**src/rtl/core/i2c_eeprom_page_master_top_defines.svh**
```systemverilog
// Assertion macros for the I2C EEPROM page master engine.
`ifndef I2C_EEPROM_PAGE_MASTER_TOP_DEFINES_SVH
`define I2C_EEPROM_PAGE_MASTER_TOP_DEFINES_SVH

`ifndef NO_ASSERTIONS
// Antecedent and consequent in the same cycle.
`define I2CEP_ASSERT_SAME(lbl, clk, rstn, ante, cons) \
    lbl: assert property (@(posedge clk) disable iff (!rstn) (ante) |-> (cons)) \
        else $error("assertion failed in same-cycle check");
// Consequent in the cycle after the antecedent.
`define I2CEP_ASSERT_NEXT(lbl, clk, rstn, ante, cons) \
    lbl: assert property (@(posedge clk) disable iff (!rstn) (ante) |=> (cons)) \
        else $error("assertion failed in next-cycle check");
`else
`define I2CEP_ASSERT_SAME(lbl, clk, rstn, ante, cons)
`define I2CEP_ASSERT_NEXT(lbl, clk, rstn, ante, cons)
`endif

`endif

```
**src/rtl/core/i2cep_pkg.sv**
```systemverilog
// Types and constants of the I2C EEPROM page master.
package i2cep_pkg;

    localparam int PAGE_BYTES = 8;
    localparam int BUF_DEPTH  = 8;
    localparam int BUF_IDX_W  = 3;
    localparam int CNT_W      = 4;

    localparam logic [CNT_W-1:0] LAST_BYTE = CNT_W'(PAGE_BYTES - 1);
    localparam logic [CNT_W-1:0] BITS_PER_BYTE = CNT_W'(8);

    localparam int IN_DATA_W  = 16;
    localparam int IN_USER_W  = 2;
    localparam int OUT_DATA_W = 24;

    // Configuration register indexes.
    localparam logic CFG_DEVICE_ADDRESS = 1'b0;
    localparam logic CFG_WORD_ADDRESS   = 1'b1;

    localparam logic RW_WRITE = 1'b0;
    localparam logic RW_READ  = 1'b1;

    typedef enum logic [1:0] {
        FUNC_TICK  = 2'd0,
        FUNC_LOAD  = 2'd1,
        FUNC_WRITE = 2'd2,
        FUNC_READ  = 2'd3
    } func_t;

    typedef enum logic [3:0] {
        PH_IDLE = 4'd0,
        PH_ST0  = 4'd1,
        PH_ST1  = 4'd2,
        PH_ST2  = 4'd3,
        PH_TXD  = 4'd4,
        PH_TXH  = 4'd5,
        PH_TAD  = 4'd6,
        PH_TAH  = 4'd7,
        PH_RXD  = 4'd8,
        PH_RXH  = 4'd9,
        PH_MAD  = 4'd10,
        PH_MAH  = 4'd11,
        PH_SP0  = 4'd12,
        PH_SP1  = 4'd13
    } phase_t;

    typedef enum logic [2:0] {
        SEG_ADDRW = 3'd0,
        SEG_WORD  = 3'd1,
        SEG_DATA  = 3'd2,
        SEG_ADDRR = 3'd3,
        SEG_RX    = 3'd4
    } seg_t;

    typedef struct packed {
        func_t                func;
        logic [BUF_IDX_W-1:0] byte_index;
        logic [7:0]           byte_value;
        logic                 sda_in;
    } beat_t;

    typedef struct packed {
        logic                 scl_level;
        logic                 sda_level;
        logic                 busy_res;
        logic                 done_res;
        logic                 read_valid;
        logic [BUF_IDX_W-1:0] read_index;
        logic [7:0]           read_byte;
        logic                 ack_missing;
    } result_t;

endpackage

```
**src/rtl/core/i2c_eeprom_page_master_top.sv**
```systemverilog
// Top level of the I2C EEPROM page master.
//
// Every beat on the slave stream is one half-bit tick of the I2C bus. s_tuser
// carries the command (tick only, load a write-buffer byte, start a page write
// or start a page read); s_tdata carries the buffer index, the byte to load and
// the sampled SDA level. Each accepted beat gives exactly one beat on the master
// stream with the SCL and SDA levels for that phase, busy, done, a received
// byte when one completes, and the sticky missing-ACK flag.
// The cfg channel writes the device address (index 0) and the word address
// (index 1); it is always ready and should be used only while the block is idle.
// A beat passes an input register, one pass of the phase logic and a result
// register; m_tvalid rises once the result register takes the beat, which waits
// while an older result is still held. One beat is taken per clock as long as
// the receiver keeps up; the phase state updates once per beat.
// When m_tready stays low, the result register holds and one more beat can
// wait in the input register before s_tready drops.
// Reset (rst_n low, asynchronous) returns the sequencer to idle with both bus
// lines released, device address 80 and word address 0. The write buffer is
// not cleared and must be loaded before a page write.
module i2c_eeprom_page_master_top
    import i2cep_pkg::*;
(
    input  logic                  clk,
    input  logic                  rst_n,
    input  logic                  s_tvalid,
    output logic                  s_tready,
    input  logic [IN_DATA_W-1:0]  s_tdata,   // byte_index[2:0], byte_value[10:3], sda_in[11]
    input  logic [IN_USER_W-1:0]  s_tuser,   // func[1:0]
    output logic                  m_tvalid,
    input  logic                  m_tready,
    // scl_level[0], sda_level[1], busy_res[2], done_res[3], read_valid[4],
    // read_index[7:5], read_byte[15:8], ack_missing[16]
    output logic [OUT_DATA_W-1:0] m_tdata,
    input  logic                  cfg_valid,
    output logic                  cfg_ready,
    input  logic                  cfg_index,
    input  logic [7:0]            cfg_data
);

    logic    step;
    logic    space;
    beat_t   beat;
    result_t res;
    result_t res_out;

    assign cfg_ready = 1'b1;

    i2cep_in_stage u_in_stage (
        .clk      (clk),
        .rst_n    (rst_n),
        .s_tvalid (s_tvalid),
        .s_tready (s_tready),
        .s_tdata  (s_tdata),
        .s_tuser  (s_tuser),
        .space    (space),
        .step     (step),
        .beat     (beat)
    );

    i2cep_engine u_engine (
        .clk       (clk),
        .rst_n     (rst_n),
        .cfg_valid (cfg_valid),
        .cfg_index (cfg_index),
        .cfg_data  (cfg_data),
        .step      (step),
        .beat      (beat),
        .res       (res)
    );

    i2cep_out_stage u_out_stage (
        .clk      (clk),
        .rst_n    (rst_n),
        .step     (step),
        .res      (res),
        .space    (space),
        .m_tvalid (m_tvalid),
        .m_tready (m_tready),
        .res_out  (res_out)
    );

    assign m_tdata = {7'd0, res_out.ack_missing, res_out.read_byte, res_out.read_index,
                      res_out.read_valid, res_out.done_res, res_out.busy_res,
                      res_out.sda_level, res_out.scl_level};

endmodule

```
**src/rtl/core/i2cep_in_stage.sv**
```systemverilog
// Input register of the I2C EEPROM page master: holds one accepted tick beat.
module i2cep_in_stage
    import i2cep_pkg::*;
(
    input  logic                 clk,
    input  logic                 rst_n,
    input  logic                 s_tvalid,
    output logic                 s_tready,
    input  logic [IN_DATA_W-1:0] s_tdata,
    input  logic [IN_USER_W-1:0] s_tuser,
    input  logic                 space,
    output logic                 step,
    output beat_t                beat
);

    logic  valid_reg;
    logic  valid_next;
    beat_t beat_reg;

    assign step     = valid_reg && space;
    assign s_tready = !valid_reg || step;
    assign beat     = beat_reg;

    always_comb
    begin
        valid_next = valid_reg;
        if (s_tvalid && s_tready)
        begin
            valid_next = 1'b1;
        end
        else if (step)
        begin
            valid_next = 1'b0;
        end
    end

    always_ff @(posedge clk or negedge rst_n)
    begin
        if (!rst_n)
        begin
            valid_reg <= 1'b0;
        end
        else
        begin
            valid_reg <= valid_next;
        end
    end

    always_ff @(posedge clk)
    begin
        if (s_tvalid && s_tready)
        begin
            beat_reg.func       <= func_t'(s_tuser[1:0]);
            beat_reg.byte_index <= s_tdata[2:0];
            beat_reg.byte_value <= s_tdata[10:3];
            beat_reg.sda_in     <= s_tdata[11];
        end
    end

endmodule

```
**src/rtl/core/i2cep_engine.sv**
```systemverilog
// Bus phase sequencer, write buffer and address registers of the page master.
`include "i2c_eeprom_page_master_top_defines.svh"
module i2cep_engine
    import i2cep_pkg::*;
(
    input  logic       clk,
    input  logic       rst_n,
    input  logic       cfg_valid,
    input  logic       cfg_index,
    input  logic [7:0] cfg_data,
    input  logic       step,
    input  beat_t      beat,
    output result_t    res
);

    phase_t           phase_reg, phase_next;
    seg_t             seg_reg, seg_next;
    logic [CNT_W-1:0] bit_reg, bit_next;
    logic [CNT_W-1:0] byte_reg, byte_next;
    logic [7:0]       shift_reg, shift_next;
    logic             is_read_reg, is_read_next;
    logic             ack_reg, ack_next;
    logic [6:0]       dev_addr_reg;
    logic [7:0]       word_addr_reg;
    logic [7:0]       wbuf_reg [BUF_DEPTH];

    logic             buf_we;
    logic             load_tx;
    logic [7:0]       tx_byte;
    logic [CNT_W-1:0] bit_inc;
    logic             last_cur;
    logic             last_nxt;
    logic             rx_valid;
    logic             stop_done;
    logic             scl_out;
    logic             sda_out;

    assign bit_inc  = bit_reg + CNT_W'(1);
    assign last_cur = byte_reg >= LAST_BYTE;
    assign last_nxt = byte_next >= LAST_BYTE;

    always_comb
    begin
        phase_next   = phase_reg;
        seg_next     = seg_reg;
        bit_next     = bit_reg;
        byte_next    = byte_reg;
        shift_next   = shift_reg;
        is_read_next = is_read_reg;
        ack_next     = ack_reg;
        buf_we       = 1'b0;
        load_tx      = 1'b0;
        rx_valid     = 1'b0;
        stop_done    = 1'b0;

        unique case (phase_reg)
            PH_IDLE:
            begin
                if (beat.func == FUNC_LOAD)
                begin
                    buf_we = 1'b1;
                end
                else if (beat.func == FUNC_WRITE || beat.func == FUNC_READ)
                begin
                    is_read_next = (beat.func == FUNC_READ);
                    seg_next     = SEG_ADDRW;
                    byte_next    = '0;
                    bit_next     = '0;
                    shift_next   = '0;
                    ack_next     = 1'b0;
                    phase_next   = PH_ST0;
                end
            end
            PH_ST0: phase_next = PH_ST1;
            PH_ST1: phase_next = PH_ST2;
            PH_ST2: load_tx = 1'b1;
            PH_TXD: phase_next = PH_TXH;
            PH_TXH:
            begin
                shift_next = {shift_reg[6:0], 1'b0};
                bit_next   = bit_inc;
                phase_next = (bit_inc >= BITS_PER_BYTE) ? PH_TAD : PH_TXD;
            end
            PH_TAD:
            begin
                phase_next = PH_TAH;
                if (beat.sda_in)
                begin
                    ack_next = 1'b1;
                end
            end
            PH_TAH:
            begin
                unique case (seg_reg)
                    SEG_ADDRW:
                    begin
                        seg_next = SEG_WORD;
                        load_tx  = 1'b1;
                    end
                    SEG_WORD:
                    begin
                        if (is_read_reg)
                        begin
                            seg_next   = SEG_ADDRR;
                            phase_next = PH_ST0;
                        end
                        else
                        begin
                            seg_next  = SEG_DATA;
                            byte_next = '0;
                            load_tx   = 1'b1;
                        end
                    end
                    SEG_DATA:
                    begin
                        if (last_cur)
                        begin
                            phase_next = PH_SP0;
                        end
                        else
                        begin
                            byte_next = byte_reg + CNT_W'(1);
                            load_tx   = 1'b1;
                        end
                    end
                    default:
                    begin
                        seg_next   = SEG_RX;
                        byte_next  = '0;
                        bit_next   = '0;
                        shift_next = '0;
                        phase_next = PH_RXD;
                    end
                endcase
            end
            PH_RXD:
            begin
                phase_next = PH_RXH;
                shift_next = {shift_reg[6:0], beat.sda_in};
                bit_next   = bit_inc;
                rx_valid   = (bit_inc >= BITS_PER_BYTE);
            end
            PH_RXH: phase_next = (bit_reg >= BITS_PER_BYTE) ? PH_MAD : PH_RXD;
            PH_MAD: phase_next = PH_MAH;
            PH_MAH:
            begin
                if (last_cur)
                begin
                    phase_next = PH_SP0;
                end
                else
                begin
                    byte_next  = byte_reg + CNT_W'(1);
                    bit_next   = '0;
                    shift_next = '0;
                    phase_next = PH_RXD;
                end
            end
            PH_SP0: phase_next = PH_SP1;
            PH_SP1:
            begin
                phase_next = PH_IDLE;
                stop_done  = 1'b1;
            end
            default: phase_next = PH_IDLE;
        endcase

        // A byte transmit starts with the segment and byte position just chosen.
        unique case (seg_next)
            SEG_ADDRW: tx_byte = {dev_addr_reg, RW_WRITE};
            SEG_WORD:  tx_byte = word_addr_reg;
            SEG_DATA:  tx_byte = wbuf_reg[byte_next[BUF_IDX_W-1:0]];
            default:   tx_byte = {dev_addr_reg, RW_READ};
        endcase
        if (load_tx)
        begin
            shift_next = tx_byte;
            bit_next   = '0;
            phase_next = PH_TXD;
        end

        unique case (phase_next)
            PH_ST0:          begin scl_out = 1'b0; sda_out = 1'b1;          end
            PH_ST2:          begin scl_out = 1'b1; sda_out = 1'b0;          end
            PH_TXD:          begin scl_out = 1'b0; sda_out = shift_next[7]; end
            PH_TXH:          begin scl_out = 1'b1; sda_out = shift_next[7]; end
            PH_TAD, PH_RXD:  begin scl_out = 1'b0; sda_out = 1'b1;          end
            PH_MAD:          begin scl_out = 1'b0; sda_out = last_nxt;      end
            PH_MAH:          begin scl_out = 1'b1; sda_out = last_nxt;      end
            PH_SP0:          begin scl_out = 1'b0; sda_out = 1'b0;          end
            PH_SP1:          begin scl_out = 1'b1; sda_out = 1'b0;          end
            default:         begin scl_out = 1'b1; sda_out = 1'b1;          end
        endcase

        res.scl_level   = scl_out;
        res.sda_level   = sda_out;
        res.busy_res    = (phase_next != PH_IDLE);
        res.done_res    = stop_done;
        res.read_valid  = rx_valid;
        res.read_index  = rx_valid ? byte_next[BUF_IDX_W-1:0] : '0;
        res.read_byte   = rx_valid ? shift_next : 8'd0;
        res.ack_missing = ack_next;
    end

    always_ff @(posedge clk or negedge rst_n)
    begin
        if (!rst_n)
        begin
            phase_reg   <= PH_IDLE;
            seg_reg     <= SEG_ADDRW;
            bit_reg     <= '0;
            byte_reg    <= '0;
            shift_reg   <= '0;
            is_read_reg <= 1'b0;
            ack_reg     <= 1'b0;
        end
        else if (step)
        begin
            phase_reg   <= phase_next;
            seg_reg     <= seg_next;
            bit_reg     <= bit_next;
            byte_reg    <= byte_next;
            shift_reg   <= shift_next;
            is_read_reg <= is_read_next;
            ack_reg     <= ack_next;
        end
    end

    always_ff @(posedge clk or negedge rst_n)
    begin
        if (!rst_n)
        begin
            dev_addr_reg  <= 7'd80;
            word_addr_reg <= 8'd0;
        end
        else if (cfg_valid)
        begin
            if (cfg_index == CFG_DEVICE_ADDRESS)
            begin
                dev_addr_reg <= cfg_data[6:0];
            end
            else
            begin
                word_addr_reg <= cfg_data;
            end
        end
    end

    always_ff @(posedge clk)
    begin
        if (step && buf_we)
        begin
            wbuf_reg[beat.byte_index] <= beat.byte_value;
        end
    end

    `I2CEP_ASSERT_NEXT(a_done_to_idle, clk, rst_n, step && res.done_res, phase_reg == PH_IDLE)
    `I2CEP_ASSERT_SAME(a_rx_only_in_rxd, clk, rst_n, res.read_valid, phase_reg == PH_RXD)
    `I2CEP_ASSERT_SAME(a_bit_count_range, clk, rst_n, 1'b1, bit_reg <= BITS_PER_BYTE)
    `I2CEP_ASSERT_NEXT(a_busy_tracks_phase, clk, rst_n, step,
                       (phase_reg != PH_IDLE) == $past(res.busy_res))

endmodule

```
**src/rtl/core/i2cep_out_stage.sv**
```systemverilog
// Result register of the I2C EEPROM page master: holds one beat for the receiver.
module i2cep_out_stage
    import i2cep_pkg::*;
(
    input  logic    clk,
    input  logic    rst_n,
    input  logic    step,
    input  result_t res,
    output logic    space,
    output logic    m_tvalid,
    input  logic    m_tready,
    output result_t res_out
);

    logic    valid_reg;
    logic    valid_next;
    result_t res_reg;

    assign space    = !valid_reg || m_tready;
    assign m_tvalid = valid_reg;
    assign res_out  = res_reg;

    always_comb
    begin
        valid_next = valid_reg;
        if (step)
        begin
            valid_next = 1'b1;
        end
        else if (m_tready)
        begin
            valid_next = 1'b0;
        end
    end

    always_ff @(posedge clk or negedge rst_n)
    begin
        if (!rst_n)
        begin
            valid_reg <= 1'b0;
        end
        else
        begin
            valid_reg <= valid_next;
        end
    end

    always_ff @(posedge clk)
    begin
        if (step)
        begin
            res_reg <= res;
        end
    end

endmodule
```
**config.mk**
```make
export PLATFORM = sky130hd
export DESIGN_NAME = i2c_eeprom_page_master_top
export DESIGN_NICKNAME = d
export VERILOG_FILES = /design/src/rtl/core/i2cep_pkg.sv /design/src/rtl/core/i2c_eeprom_page_master_top.sv /design/src/rtl/core/i2cep_in_stage.sv /design/src/rtl/core/i2cep_engine.sv /design/src/rtl/core/i2cep_out_stage.sv
export VERILOG_INCLUDE_DIRS = /design/src /design/src/rtl/core
export SDC_FILE = /design/constraint.sdc
export NUM_CORES = 1
export LEC_CHECK = 0
export BUFFER_PORTS_ARGS = -buffer_cell sky130_fd_sc_hd__buf_2
export CORE_ASPECT_RATIO = 1.75
export CORE_MARGIN = 2
export CORE_UTILIZATION = 30
export CTS_CLUSTER_SIZE = 8
export DETAILED_ROUTE_END_ITERATION = 8
export SLEW_MARGIN = 40
export SYNTH_ARGS = -nofsm -noshare
export SYNTH_HDL_FRONTEND = slang
export SYNTH_SLANG_ARGS = --single-unit
```
**constraint.sdc**
```tcl
create_clock -name clk -period 8 [get_ports clk]
set_clock_uncertainty 0.15 [all_clocks]
set_input_delay 0.8 -clock clk [delete_from_list [all_inputs] [get_ports clk]]
set_output_delay 0.8 -clock clk [all_outputs]
set_load 0.03 [all_outputs]
```
==> results.yml <==
setup_path:
  worstSetupPathType: "reg -> reg"
  timing.rr.start: "u_engine.phase_reg[0]"
  rr_worst_depth: 8
  r2r_slack_ns: 4.58
  critPathCaptureType: "flip-flop"
  crit_path_start: "u_engine.phase_reg[0]"
  worst-endpoint-required_ns: 8.15
  worst_setup_path_endpoint: "u_engine.shift_reg[7]"
  crit_arrival_ns: 3.57
  r2r_end: "u_engine.shift_reg[7]"
  cp_max_fo: 22
  setup.worst_path.start_class: "flip-flop"
detailed_routing:
  drt_pre_antenna_iters: 5
  drt-vias-per-instance: 5.15
  vias: 4352
  wire_per_inst_um: 17.1
  drt-initial-drc-count: 213
  ant_nets: 0
  met2_length_mm: 8.40
  wl_met1_mm: 5.16
  routed_wirelength_mm: 14.5
  drt_drc_violations_left: 0
  dr.max_layer_used: "met4"
  wl_met3_um: 532
die:
  top_level_ports: 59
  height_of_the_chip_um: 197
  dieArea_um2: 22500
  die_w_um: 114
  core_box_area_um2: 20800
  starting_density_of_the_core_pct: 30.6
  floorplan.rows: 70
synthesis:
  syn_avg_cell_area_um2: 11.9
  netlist.area_leader.share_pct: 44.7
  synth-seq-cells: 137
  share_of_synthesized_area_occupied_by_flip_flops_and_latches_pct: 61.2
  postSynth.asyncResetShare_pct: 30.7
  synth_area_leaders: "edfxtp_1 (45%), dfrtp_1 (16%), nand2_1 (4.1%)"
  most_instantiated_library_cell_after_synthesis: "edfxtp_1"
  synth_edf_count: 95
  yosysWarningCount: 0
  postSynth.topFlopCell: "edfxtp_1"
  netlist.top_cell.by_area: "edfxtp_1"
  synth.cell_area_um2: 6380
  yosysUniqueCellTypes: 71
  syn_inst: 536
  synthTopCellsByCount: "edfxtp_1 (95), nand2_1 (69), dfrtp_1 (40)"
timing:
  max_freq_mhz: 293
  hold_viol: 0
  timing_max_transition_violations_final: 0
  setup-violations-final: 0
  postLayoutSetupSlackWorst_ns: 4.58
  timing.slew.headroom_pct: 48.0
  finalSetupTns_ns: 0
  fin_crit_ns: 3.42
  grt_setup_unrepaired: "false"
  final_worst_path_period_share_pct: 42.7
  worst_pin_slew_ns: 0.777
cts:
  numCtsBuffers: 17
  latest_clock_arrival_within_the_worst_skew_pair_ns: 0.42
  htreeDepth: 4
  post_cts_setup_buffer_count: 0
  ctsLongestPathBuffers: 2
  cts_tree: "yes"
  cts-resized-gates: 0
  numClockSinks: 137
  ctsRootBufferMaster: "clkbuf_16"
  cts-hold-fix-buffers: 0
  cts.reportedPaths.clkPinSlew_ns: 0.06
power:
  p_sw_share_pct: 32.7
  max-vdd-ir-drop_mv: 0.122
  power_switching_uw: 699
  pwr-share-seq_pct: 43.7
  fraction_of_power_consumed_by_combinational_cells_pct: 22.0
  power_density_nw_per_um2: 289
  cell_leakage_power_nw: 2.78
  internal_mw: 1.44
  power.share.clock_pct: 34.3
grt:
  gr-usage-all-layers_pct: 13.4
  maximum_number_of_pins_on_one_net_before_global_route_repair: 43
  globalRoute.totalOverflow: 0
  antenna_found_initial: 0
  grt_first_pass_wirelength_mm: 22.9
  grt_pass1_vias: 4475
finish:
  syn2layout_area_growth_pct: 16.0
  finalNetCount: 616
  n_antenna_cell: 0
  largest_register_ffs: 64
  fraction_of_layout_cells_with_a_size_suffix_above_1_pct: 18.9
  nFillCells: 2016
  final_design_area_no_fill_um2: 7400
placement:
  io_buffers: 46
  placed_cell_area_um2: 6840
  gpl.final_weighted_congestion: 0.901
  detailedPlace.worstSlack_ns: 4.34
  dpl.hpwl_mm: 10.7
min_path:
  min_delay_path_class: "in -> async"
job:
  cap_violations: 0
status:
  status: "finished, final reports clean"
[final cells by class]
type | instances | area, um^2 | area share, %
sequential | 137 | 3910 | 52.8
clock inverter | 14 | 124 | 1.67
timing repair buffer | 54 | 293 | 3.96
clock buffer | 17 | 425 | 5.75
inverter | 10 | 37.5 | 0.507
tap | 252 | 315 | 4.26
multi-input combinational | 361 | 2300 | 31.1
[cell families (layout without fill, tap and decap cells)]
kind of cell	after synthesis	count (layout)	share of synthesized area, %
flops	137	137	61.2
buf+inv	44	95	3.35
mux	37	37	6.12
xor+xnor	3	3	0.412
other cells	2	8	0.118
simple gates	183	183	14.1
compound gates	127	127	14.1
fa+ha+maj	3	3	0.589
[per-stage QoR]
step                      util, %  total power [mW]  hold WS (ns)  cells
final                        35.5              2.14         0.205    845
after global routing         35.5              2.25         0.243    845
after CTS                    35.5              2.14         0.219    845
after detailed placement     32.8              1.41         0.328    814
after global placement       32.8              1.39         0.323    814
after floorplan                 -              1.29         0.302    542
[routing by layer]
| layer | vias to the layer above | global-route usage [%] |
|---|---|---|
| li1 | 2082 | - |
| met1 | 2128 | 12.9 |
| met2 | 120 | 25.8 |
| met3 | 22 | 2.92 |
| met4 | 0 | 7.18 |
| met5 | - | 0 |
[placed cells by master (no fill, tap or decap), drive strengths merged, types with 8 or more instances in the layout]
cell    count
edfxtp     95
nand2      70
buf        54
dfrtp      40
nor2       33
o21ai      31
a21oi      22
nand3      21
mux2i      21
clkbuf     17
mux2       16
nand2b     15
inv        15
nor3       10
a31oi       9
a221oi      9
a22oi       8
conb        8
and2        8
[power groups by stage]
stage          clock (mW)  sequential, mW  combinational, mW
2_1_floorplan           0           0.914              0.371
3_3_place_gp            0           0.941              0.454
3_5_place_dp            0           0.946              0.463
4_1_cts             0.746           0.931              0.464
5_1_grt             0.777           0.948              0.524
6_report            0.733           0.933              0.470
[worst max-delay path, stage by stage, from the launching register on]
cell and delay [ns]:
dfrtp_1 0.80, nand4b_4 0.24, o31a_1 0.43, o21bai_4 0.27, nand2_2 0.26, a221oi_1 0.37, o31ai_1 0.20, a21o_1 0.22
a311o_1 0.35
[how the worst min path moves through the flow]
stage | cells after the start | slack, ns | end | from
floorplan | 1 | 0.30 | u_engine.bit_reg[3] | u_engine.bit_reg[3]
global placement | 1 | 0.32 | u_out_stage.m_tvalid | u_in_stage.valid_reg
detailed placement | 1 | 0.33 | u_engine.bit_reg[3] | u_engine.bit_reg[3]
CTS | 1 | 0.22 | u_engine.ack_reg | rst_n
global route | 1 | 0.24 | u_engine.ack_reg | rst_n
finish | 1 | 0.21 | u_engine.ack_reg | rst_n
No activity file was read; power rests on OpenSTA's default activity.
